===== config.mk =====
export PLATFORM = sky130hd
export DESIGN_NAME = oneshot_periodic_timer_table_core
export DESIGN_NICKNAME = d
export VERILOG_FILES = /design/src/rtl/otpt_pkg.sv /design/src/rtl/otpt_ram.sv /design/src/rtl/oneshot_periodic_timer_table_core.sv
export SDC_FILE = /design/constraint.sdc
export NUM_CORES = 2
export LEC_CHECK = 0
export ABC_CLOCK_PERIOD_IN_PS = 12000
export BUFFER_PORTS_ARGS = -buffer_cell sky130_fd_sc_hd__buf_2
export CORE_UTILIZATION = 45
export CTS_BUF_LIST = sky130_fd_sc_hd__clkbuf_16
export DETAILED_ROUTE_END_ITERATION = 8
export GPL_ROUTABILITY_DRIVEN = 0
export HOLD_SLACK_MARGIN = 0.05
export PLACE_DENSITY_LB_ADDON = 0.12
export SLEW_MARGIN = 20
export SYNTH_ARGS = -nofsm -noshare
export SYNTH_HDL_FRONTEND = slang
export SYNTH_SLANG_ARGS = --single-unit

===== constraint.sdc =====
create_clock -name i_clk -period 12 [get_ports i_clk]
set_input_delay 1.2 -clock i_clk [delete_from_list [all_inputs] [get_ports i_clk]]
set_output_delay 1.2 -clock i_clk [all_outputs]
set_load 0.05 [all_outputs]

===== src/rtl/otpt_pkg.sv =====
// Package for the one-shot / periodic timer table.
// Holds table size, function and status codes, and the entry and result records.
// Depends on nothing; imported by the timer table top level.
`timescale 1ns / 1ps
`default_nettype none

package otpt_pkg;

    // Slots per table, and derived index widths
    localparam int SLOTS     = 8;
    localparam int SLOT_W    = (SLOTS > 1) ? $clog2(SLOTS) : 1;
    localparam int ADDR_W    = SLOT_W + 1;
    localparam int RAM_DEPTH = 2 ** ADDR_W;

    // Field widths fixed by the stream format
    localparam int FUNC_W   = 3;
    localparam int STATUS_W = 3;
    localparam int OSLOT_W  = 3;
    localparam int TIME_W   = 32;

    // Function codes of an input beat
    localparam logic [FUNC_W-1:0] FN_TICK      = 3'd0;
    localparam logic [FUNC_W-1:0] FN_ADD_ONCE  = 3'd1;
    localparam logic [FUNC_W-1:0] FN_ADD_EVERY = 3'd2;
    localparam logic [FUNC_W-1:0] FN_REM_ONCE  = 3'd3;
    localparam logic [FUNC_W-1:0] FN_REM_EVERY = 3'd4;

    // Status codes of a result beat
    localparam logic [STATUS_W-1:0] ST_ONCE_FIRED  = 3'd0;
    localparam logic [STATUS_W-1:0] ST_EVERY_FIRED = 3'd1;
    localparam logic [STATUS_W-1:0] ST_ADDED       = 3'd2;
    localparam logic [STATUS_W-1:0] ST_REMOVED     = 3'd3;
    localparam logic [STATUS_W-1:0] ST_FULL        = 3'd4;
    localparam logic [STATUS_W-1:0] ST_NOT_FOUND   = 3'd5;

    // Table selector: one-shot table at the low half of the RAM
    localparam logic TBL_ONCE  = 1'b0;
    localparam logic TBL_EVERY = 1'b1;

    // One RAM entry: period, start or reference time, fire count
    typedef struct packed {
        logic [TIME_W-1:0] period;
        logic [TIME_W-1:0] ref_ms;
        logic [TIME_W-1:0] count;
    } t_entry;

    localparam int ENTRY_W = $bits(t_entry);

    // One result beat without its last flag
    typedef struct packed {
        logic [STATUS_W-1:0] status;
        logic [OSLOT_W-1:0]  slot;
        logic [TIME_W-1:0]   elapsed;
        logic [TIME_W-1:0]   count;
    } t_result;

endpackage

`default_nettype wire


===== src/rtl/otpt_ram.sv =====
// Generic simple dual-port RAM: one write port, one read port, registered read.
// Read data holds while the read enable is low. No dependencies.
`timescale 1ns / 1ps
`default_nettype none

module otpt_ram #(
    parameter int WIDTH = 32,
    parameter int DEPTH = 16,
    localparam int AW = (DEPTH > 1) ? $clog2(DEPTH) : 1
) (
    input  wire logic             i_clk,
    input  wire logic             i_we,
    input  wire logic [AW-1:0]    i_waddr,
    input  wire logic [WIDTH-1:0] i_wdata,
    input  wire logic             i_re,
    input  wire logic [AW-1:0]    i_raddr,
    output logic      [WIDTH-1:0] o_rdata
);

    logic [WIDTH-1:0] r_mem [DEPTH];
    logic [WIDTH-1:0] r_rdata;

    // Write and registered read
    always_ff @(posedge i_clk) begin
        if (i_we) begin
            r_mem[i_waddr] <= i_wdata;
        end
        if (i_re) begin
            r_rdata <= r_mem[i_raddr];
        end
    end

    assign o_rdata = r_rdata;

endmodule

`default_nettype wire


===== src/rtl/oneshot_periodic_timer_table_core.sv =====
// Top level of the one-shot / periodic timer table.
// Depends on otpt_pkg and otpt_ram (one RAM holds both tables).
//
// Usage:
//   Input stream (s_axis): tuser carries the function, tdata the period in ms.
//   A tick advances the 32-bit ms counter and scans the one-shot slots, then
//   the periodic slots, one slot per cycle out of the entry RAM. Every expired
//   timer gives one fire beat; a tick with nothing expired gives no beat.
//   Add gives one beat (added or full); remove gives one beat (removed or
//   not found). The final beat of each input beat carries tlast.
//   Throughput: one input beat at a time. A tick reads every slot of both
//   tables through the single RAM read port; a remove reads the slots of one
//   table until the first match; an add reads no slot.
//   A result beat passes the pending register, then the output register; for
//   a remove or a tick the RAM read comes before them.
//   Output stream (m_axis) has an output register; a new input beat is taken
//   while a finished result still waits there. When the receiver stalls, the
//   scan holds at the slot whose result cannot be placed.
//   Reset (i_rst_n, synchronous, active low) clears the ms counter and all
//   slot valid bits; entry RAM contents are left as they are.
`timescale 1ns / 1ps
`default_nettype none

module oneshot_periodic_timer_table_core
    import otpt_pkg::*;
(
    input  wire logic        i_clk,
    input  wire logic        i_rst_n,
    // Input beats
    input  wire logic        s_axis_tvalid,
    output logic             s_axis_tready,
    input  wire logic [31:0] s_axis_tdata,  // [31:0] period_ms
    input  wire logic [2:0]  s_axis_tuser,  // [2:0] func
    // Result beats
    output logic             m_axis_tvalid,
    input  wire logic        m_axis_tready,
    output logic [71:0]      m_axis_tdata,  // [2:0] slot, [34:3] elapsed_ms,
                                            // [66:35] fire_count, [71:67] zero
    output logic [2:0]       m_axis_tuser,  // [2:0] status
    output logic             m_axis_tlast
);

    typedef enum logic [1:0] {
        S_IDLE,
        S_SCAN,
        S_FLUSH
    } t_state;

    // Control and payload registers
    t_state                   r_state, n_state;
    logic [FUNC_W-1:0]        r_func, n_func;
    logic [TIME_W-1:0]        r_p, n_p;
    logic [TIME_W-1:0]        r_now, n_now;
    logic [1:0][SLOTS-1:0]    r_vld, n_vld;
    logic                     r_rd_type, n_rd_type;
    logic [SLOT_W-1:0]        r_rd_slot, n_rd_slot;
    logic                     r_rd_more, n_rd_more;
    logic                     r_ev_vld, n_ev_vld;
    logic                     r_ev_type, n_ev_type;
    logic [SLOT_W-1:0]        r_ev_slot, n_ev_slot;
    logic                     r_pend_vld, n_pend_vld;
    t_result                  r_pend, n_pend;
    logic                     r_out_vld, n_out_vld;
    t_result                  r_out, n_out;
    logic                     r_out_last, n_out_last;

    // Combinational helpers
    logic                     in_acc;
    logic                     out_free;
    logic                     is_tick;
    logic                     add_type;
    logic                     free_found;
    logic [SLOT_W-1:0]        free_idx;
    t_entry                   rd_ent;
    logic [ENTRY_W-1:0]       ram_rdata;
    logic [TIME_W-1:0]        ev_el;
    logic [TIME_W-1:0]        ev_cnt;
    logic                     ev_live;
    logic                     ev_fire;
    logic                     ev_match;
    logic                     adv;
    logic                     push;
    logic                     push_last;
    t_result                  push_res;
    logic                     ram_we;
    logic [ADDR_W-1:0]        ram_waddr;
    t_entry                   ram_wdata;
    logic                     ram_re;

    assign s_axis_tready = (r_state == S_IDLE);
    assign in_acc        = s_axis_tvalid && s_axis_tready;
    assign out_free      = !r_out_vld || m_axis_tready;
    assign is_tick       = (r_func == FN_TICK);
    assign add_type      = (s_axis_tuser == FN_ADD_EVERY) ? TBL_EVERY : TBL_ONCE;

    // Find the lowest free slot of the table an add goes to
    always_comb begin
        free_found = 1'b0;
        free_idx   = '0;
        for (int i = SLOTS - 1; i >= 0; i--) begin
            if (!r_vld[add_type][i]) begin
                free_found = 1'b1;
                free_idx   = SLOT_W'(i);
            end
        end
    end

    // Evaluate the entry that the RAM returned
    assign rd_ent   = t_entry'(ram_rdata);
    assign ev_live  = r_vld[r_ev_type][r_ev_slot];
    assign ev_el    = r_now - rd_ent.ref_ms;
    assign ev_cnt   = rd_ent.count + 32'd1;
    assign ev_fire  = ev_live && (ev_el >= rd_ent.period);
    assign ev_match = ev_live && (rd_ent.period == r_p);

    // Hold the scan when a fire must push a pending beat that has no room
    assign adv = !r_ev_vld || !is_tick || !ev_fire || !r_pend_vld || out_free;

    // Read next slot, write back a restarted periodic timer or a new entry
    assign ram_re = (r_state == S_SCAN) && r_rd_more && adv;

    always_comb begin
        ram_we    = 1'b0;
        ram_waddr = {r_ev_type, r_ev_slot};
        ram_wdata = '{period: rd_ent.period, ref_ms: r_now, count: ev_cnt};
        if (r_state == S_IDLE) begin
            ram_we    = in_acc && free_found &&
                        ((s_axis_tuser == FN_ADD_ONCE) || (s_axis_tuser == FN_ADD_EVERY));
            ram_waddr = {add_type, free_idx};
            ram_wdata = '{period: s_axis_tdata, ref_ms: r_now, count: '0};
        end else if (r_state == S_SCAN) begin
            ram_we = r_ev_vld && is_tick && ev_fire && adv && (r_ev_type == TBL_EVERY);
        end
    end

    otpt_ram #(
        .WIDTH (ENTRY_W),
        .DEPTH (RAM_DEPTH)
    ) u_ram (
        .i_clk   (i_clk),
        .i_we    (ram_we),
        .i_waddr (ram_waddr),
        .i_wdata (ram_wdata),
        .i_re    (ram_re),
        .i_raddr ({r_rd_type, r_rd_slot}),
        .o_rdata (ram_rdata)
    );

    // Next-state logic
    always_comb begin
        n_state    = r_state;
        n_func     = r_func;
        n_p        = r_p;
        n_now      = r_now;
        n_vld      = r_vld;
        n_rd_type  = r_rd_type;
        n_rd_slot  = r_rd_slot;
        n_rd_more  = r_rd_more;
        n_ev_vld   = r_ev_vld;
        n_ev_type  = r_ev_type;
        n_ev_slot  = r_ev_slot;
        n_pend_vld = r_pend_vld;
        n_pend     = r_pend;
        push       = 1'b0;
        push_last  = 1'b0;
        push_res   = r_pend;

        case (r_state)
            S_IDLE: begin
                if (in_acc) begin
                    n_func    = s_axis_tuser;
                    n_p       = s_axis_tdata;
                    n_rd_slot = '0;
                    n_rd_more = 1'b1;
                    n_ev_vld  = 1'b0;
                    case (s_axis_tuser)
                        FN_TICK: begin
                            n_now     = r_now + 32'd1;
                            n_rd_type = TBL_ONCE;
                            n_state   = S_SCAN;
                        end
                        FN_ADD_ONCE, FN_ADD_EVERY: begin
                            n_pend_vld = 1'b1;
                            n_pend     = '{status: ST_FULL, slot: '0, elapsed: '0, count: '0};
                            if (free_found) begin
                                n_vld[add_type][free_idx] = 1'b1;
                                n_pend.status = ST_ADDED;
                                n_pend.slot   = OSLOT_W'(free_idx);
                            end
                            n_state = S_FLUSH;
                        end
                        FN_REM_ONCE: begin
                            n_rd_type = TBL_ONCE;
                            n_state   = S_SCAN;
                        end
                        FN_REM_EVERY: begin
                            n_rd_type = TBL_EVERY;
                            n_state   = S_SCAN;
                        end
                        default: begin
                            n_state = S_IDLE;
                        end
                    endcase
                end
            end

            S_SCAN: begin
                // Advance the read pointer over the slots in order
                if (adv) begin
                    if (r_rd_more) begin
                        n_ev_vld  = 1'b1;
                        n_ev_type = r_rd_type;
                        n_ev_slot = r_rd_slot;
                        if (r_rd_slot == SLOT_W'(SLOTS - 1)) begin
                            n_rd_slot = '0;
                            if (is_tick && (r_rd_type == TBL_ONCE)) begin
                                n_rd_type = TBL_EVERY;
                            end else begin
                                n_rd_more = 1'b0;
                            end
                        end else begin
                            n_rd_slot = r_rd_slot + SLOT_W'(1);
                        end
                    end else begin
                        n_ev_vld = 1'b0;
                    end
                end

                // Fire: free or restart the slot, keep the beat pending
                if (r_ev_vld && is_tick && ev_fire && adv) begin
                    if (r_pend_vld) begin
                        push = 1'b1;
                    end
                    n_pend_vld      = 1'b1;
                    n_pend.slot     = OSLOT_W'(r_ev_slot);
                    n_pend.elapsed  = ev_el;
                    if (r_ev_type == TBL_ONCE) begin
                        n_vld[TBL_ONCE][r_ev_slot] = 1'b0;
                        n_pend.status = ST_ONCE_FIRED;
                        n_pend.count  = '0;
                    end else begin
                        n_pend.status = ST_EVERY_FIRED;
                        n_pend.count  = ev_cnt;
                    end
                end

                // Remove: stop at the first live slot of that period
                if (r_ev_vld && !is_tick && ev_match) begin
                    n_vld[r_ev_type][r_ev_slot] = 1'b0;
                    n_pend_vld = 1'b1;
                    n_pend     = '{status: ST_REMOVED, slot: OSLOT_W'(r_ev_slot),
                                   elapsed: '0, count: '0};
                    n_ev_vld   = 1'b0;
                    n_rd_more  = 1'b0;
                    n_state    = S_FLUSH;
                end

                // End of the walk
                if (!r_rd_more && !r_ev_vld) begin
                    if (is_tick) begin
                        n_state = r_pend_vld ? S_FLUSH : S_IDLE;
                    end else begin
                        n_pend_vld = 1'b1;
                        n_pend     = '{status: ST_NOT_FOUND, slot: '0, elapsed: '0, count: '0};
                        n_state    = S_FLUSH;
                    end
                end
            end

            S_FLUSH: begin
                // Drop the final beat into the output register
                if (out_free) begin
                    push       = 1'b1;
                    push_last  = 1'b1;
                    n_pend_vld = 1'b0;
                    n_state    = S_IDLE;
                end
            end

            default: begin
                n_state = S_IDLE;
            end
        endcase

        // Output register
        n_out_vld  = r_out_vld;
        n_out      = r_out;
        n_out_last = r_out_last;
        if (push) begin
            n_out_vld  = 1'b1;
            n_out      = push_res;
            n_out_last = push_last;
        end else if (m_axis_tready) begin
            n_out_vld = 1'b0;
        end
    end

    // State and registered outputs
    always_ff @(posedge i_clk) begin
        if (!i_rst_n) begin
            r_state    <= S_IDLE;
            r_now      <= '0;
            r_vld      <= '0;
            r_rd_more  <= 1'b0;
            r_ev_vld   <= 1'b0;
            r_pend_vld <= 1'b0;
            r_out_vld  <= 1'b0;
        end else begin
            r_state    <= n_state;
            r_now      <= n_now;
            r_vld      <= n_vld;
            r_rd_more  <= n_rd_more;
            r_ev_vld   <= n_ev_vld;
            r_pend_vld <= n_pend_vld;
            r_out_vld  <= n_out_vld;
        end
        r_func     <= n_func;
        r_p        <= n_p;
        r_rd_type  <= n_rd_type;
        r_rd_slot  <= n_rd_slot;
        r_ev_type  <= n_ev_type;
        r_ev_slot  <= n_ev_slot;
        r_pend     <= n_pend;
        r_out      <= n_out;
        r_out_last <= n_out_last;
    end

    assign m_axis_tvalid = r_out_vld;
    assign m_axis_tdata  = {5'b0, r_out.count, r_out.elapsed, r_out.slot};
    assign m_axis_tuser  = r_out.status;
    assign m_axis_tlast  = r_out_last;

`ifndef NO_ASSERTIONS
    // A slot under evaluation exists only during a scan
    a_ev_in_scan: assert property (@(posedge i_clk) disable iff (!i_rst_n)
        r_ev_vld |-> (r_state == S_SCAN))
        else $error("slot evaluation outside a scan");

    // The final beat of an input beat ends its processing
    a_last_ends: assert property (@(posedge i_clk) disable iff (!i_rst_n)
        (push && push_last) |=> (r_state == S_IDLE))
        else $error("block not idle after final beat");

    // Nothing stays pending once idle
    a_idle_clean: assert property (@(posedge i_clk) disable iff (!i_rst_n)
        (r_state == S_IDLE) |-> !r_pend_vld)
        else $error("pending result left over in idle");

    // The ms counter moves only on an accepted tick
    a_now_tick: assert property (@(posedge i_clk) disable iff (!i_rst_n)
        !$stable(r_now) |-> (!$past(i_rst_n) ||
                             ($past(in_acc) && ($past(s_axis_tuser) == FN_TICK))))
        else $error("ms counter changed without a tick");
`endif

endmodule

`default_nettype wire

==> metrics.txt <==
setup TNS 0 ns; final worst-path cycle share 62.4%; most frequent cells in the layout edfxtp_1, mux4_2, clkbuf_16; initial antenna violation count 3; r2r startpoint r_now[3]$_SDFFE_PN0P_; first-pass GRT wire length 266 mm; post-route insts no fill 6230; Post-synth top flop edfxtp_1; Hold Path End m_axis_tdata[60]$_DFFE_PP_; WP data arrival 7.94 ns; Max-slew headroom 18.7%; worst r2r dst u_ram.r_mem[0][25]$_DFFE_PP_; Routed WL 185 mm; I/O pin count 117; Fin. Hold Viols 0; total CTS buffers 191; layout filler cell count 13000; Mapped Cells 3655; Inst Count DP 5876; VDD IR max 163 µV; Worst EP required 12.44 ns; die area 166000 µm²; outcome completed; clk_lat worst skew 0.84 ns; r2r setup slk 4.51 ns; DRT Pass-1 Iters 5; Clock transition at path regs 0.06 ns; global router's overall resource usage 22.4%; Post-CTS Hold Buffers 0; RSZ-0062 raised after global routing no; max_cap viols 0; root buf cell clkbuf_16; Worst Tran Pin Value 1.21 ns; Row Count 148; Post-DP HPWL 104 mm; Top cell by count, worst path o211ai_1; postcts setup bufs 0; layout cells sized above 1 24.8%; Hold Crit Start push_res[25]$_SDFFCE_PN0P_; vias in the first global route 36900; yosys warns 0; die width 407 µm; Buf/Inv on CP 1; CTS tree yes; maximum buffer depth of the clock tree 3; cell area after synthesis 73900 µm²; fin. max-slew vios 0; largest net degree at the start of global routing 139; Via Count 36300; flop and latch count out of synthesis 1870; count of cell types in the netlist 80; nets@finish 4006; fin crit period 7.49 ns; number of routed nets with antenna violations 0; initial DRC count 3699; vias per cell 5.82; Clock Sink Count 1870; commonest non-fill, non-tap cell in the layout edfxtp_1; Leak 27.1 nW; Port Buffers 111; crit-path max FO 40; sequential-to-total area share from yosys stat 75.2%; PostCTS Resize Cnt 0; Largest stage delay, worst path 0.91 ns; CP Launch Type flip-flop; Peak Freq 133 MHz; EDFF count, synth 1816; total congestion overflow 0; WHS Path Cells 0; core area 163000 µm²; final setup violating endpoints 0; worst min path class reg2reg; WL/cell 29.7 µm; clock skew 0.0309 ns; crit-path cells ha_1 > a21o_1 > a21oi_1 > a21boi_1 > o311ai_1 > o211ai_1 > mux2i_1 > a2111oi_1 > ha_1 > nand4_1 > nor2_1 > o21ai_0 > o211ai_1 > o211ai_1 > nor2_4 > a31oi_1 > or3_1 > nor2_4 > buf_4; Reg2Reg Depth 19; Slowest-stage cell, CP nor2_4; WS Path Type reg2reg; Worst setup EP type flip-flop; pwr dens 173 nW/µm²; Die H 407 µm; area added between synthesis and finish 13.3%; kind of cell adding the most delay to the critical path compound AO/OA/AOI/OAI gates; DRC 0; H-tree levels 4; Async S/R FF share, synth 0%; Initial Utilization 45.4%; Avg Cell Area, Syn 20.2 µm²
[through the flow]
step           util, %  power (W)  setup WS, ns  hold WS [ns]  instance area [µm²]
2_1_floorplan        -    0.00844          3.22         0.417                74000
3_5_place_dp      47.6    0.00886          4.45         0.438                77600
4_1_cts           51.4     0.0147          4.42         0.455                83700
5_1_grt           51.4     0.0150          4.01         0.462                83800
3_3_place_gp      47.6    0.00886          4.38         0.437                77500
6_report          51.4     0.0145          4.51         0.453                83800
[synthesized netlist by cell type, types with 7 or more instances]
master | instances | area share, %
nor2_1 | 165 | 0.84
a31oi_1 | 11 | 0.093
edfxtp_1 | 1816 | 74
nor2b_1 | 10 | 0.085
and2_1 | 12 | 0.10
nand4_1 | 22 | 0.19
dfxtp_1 | 54 | 1.5
a2bb2oi_1 | 10 | 0.12
o21a_1 | 11 | 0.11
mux2i_1 | 13 | 0.18
o21ai_0 | 69 | 0.47
nand2b_1 | 10 | 0.085
nand3_1 | 49 | 0.33
ha_1 | 71 | 1.2
nand2_1 | 179 | 0.91
a21o_1 | 15 | 0.15
mux4_2 | 482 | 15
a21oi_1 | 106 | 0.72
inv_1 | 90 | 0.46
buf_2 | 10 | 0.068
nor3_1 | 20 | 0.14
nor4_1 | 7 | 0.059
nand3b_1 | 9 | 0.091
clkbuf_1 | 108 | 0.55
buf_1 | 43 | 0.22
a211oi_1 | 10 | 0.10
xnor2_1 | 57 | 0.68
and3_1 | 21 | 0.18
xor2_1 | 62 | 0.73
o21ai_1 | 7 | 0.047
[worst max-delay path by stage]
stage / startpoint / to / slack, ns / cells past startpoint
CTS: r_now[3]$_SDFFE_PN0P_ / u_ram.r_mem[0][25]$_DFFE_PP_ / 4.42 / 19
floorplan: r_now[0]$_SDFFE_PN0P_ / u_ram.r_mem[4][0]$_DFFE_PP_ / 3.22 / 22
global route: r_now[3]$_SDFFE_PN0P_ / u_ram.r_mem[0][25]$_DFFE_PP_ / 4.01 / 19
detailed placement: r_now[3]$_SDFFE_PN0P_ / u_ram.r_mem[0][35]$_DFFE_PP_ / 4.45 / 19
global placement: r_now[3]$_SDFFE_PN0P_ / u_ram.r_mem[4][75]$_DFFE_PP_ / 4.38 / 19
finish: r_now[3]$_SDFFE_PN0P_ / u_ram.r_mem[0][25]$_DFFE_PP_ / 4.51 / 19
[area by class of cell]
| cell class | count | area [µm²] | share of cell area [%] |
|---|---|---|---|
| repair buffers | 210 | 1400 | 1.67 |
| clock inverters | 159 | 1310 | 1.56 |
| well taps | 2175 | 2720 | 3.25 |
| flip-flops and latches | 1870 | 55600 | 66.4 |
| inverters | 90 | 340 | 0.406 |
| multi-input cells | 1532 | 17600 | 21.0 |
| clock buffers | 193 | 4830 | 5.76 |
| diodes | 1 | 2.50 | 0.00299 |
[sequential cells by signal, summed over array words and instances, names as in the netlist, 2 cells and up]
| signal | cells |
|---|---|
| m_axis_tuser | 3 |
| r_ev_slot | 3 |
| r_state | 2 |
| r_p | 32 |
| r_vld | 16 |
| m_axis_tdata | 67 |
| push_res | 70 |
| u_ram.r_mem | 1536 |
| r_func | 3 |
| r_rd_slot | 3 |
| r_now | 32 |
| u_ram.o_rdata | 96 |
[worst reg2reg max path, delay by kind of cell (launching register included)]
kind                       cells  cell delay [ns]
and+or+nand+nor                5             1.85
adders and majority gates      2             0.67
AOI/OAI and AO/OA             10             2.81
buffers and inverters          1             0.78
muxes                          1             0.17
DFF                            1             0.77
[routing by layer]
metal / track usage (%) / vias to the layer above / wire length (µm)
li1: - / 15400 / -
met1: 33.4 / 19400 / 83500
met2: 33.7 / 1172 / 84900
met3: 4.39 / 254 / 11900
met4: 6.48 / 0 / 4560
met5: 0 / - / 0
[kinds of logic after synthesis]
group	after synthesis	share of synthesized area, %
DFF	1870	75.2
and+or+nand+nor	538	3.36
muxes	497	14.9
AOI/OAI and AO/OA	301	2.55
buffers and inverters	257	1.35
xor gates and xnor gates	119	1.41
adders and majority gates	72	1.23
other	1	0.00507
[power by group]
part | total (W) | switching [W] | internal, W
Combinational | 0.00128 | 0.000746 | 0.000532
Sequential | 0.00743 | 0.0000478 | 0.00738
Clock | 0.00583 | 0.00250 | 0.00333
Total | 0.0145 | 0.00329 | 0.0112
Power figures use the tool's default switching activity.
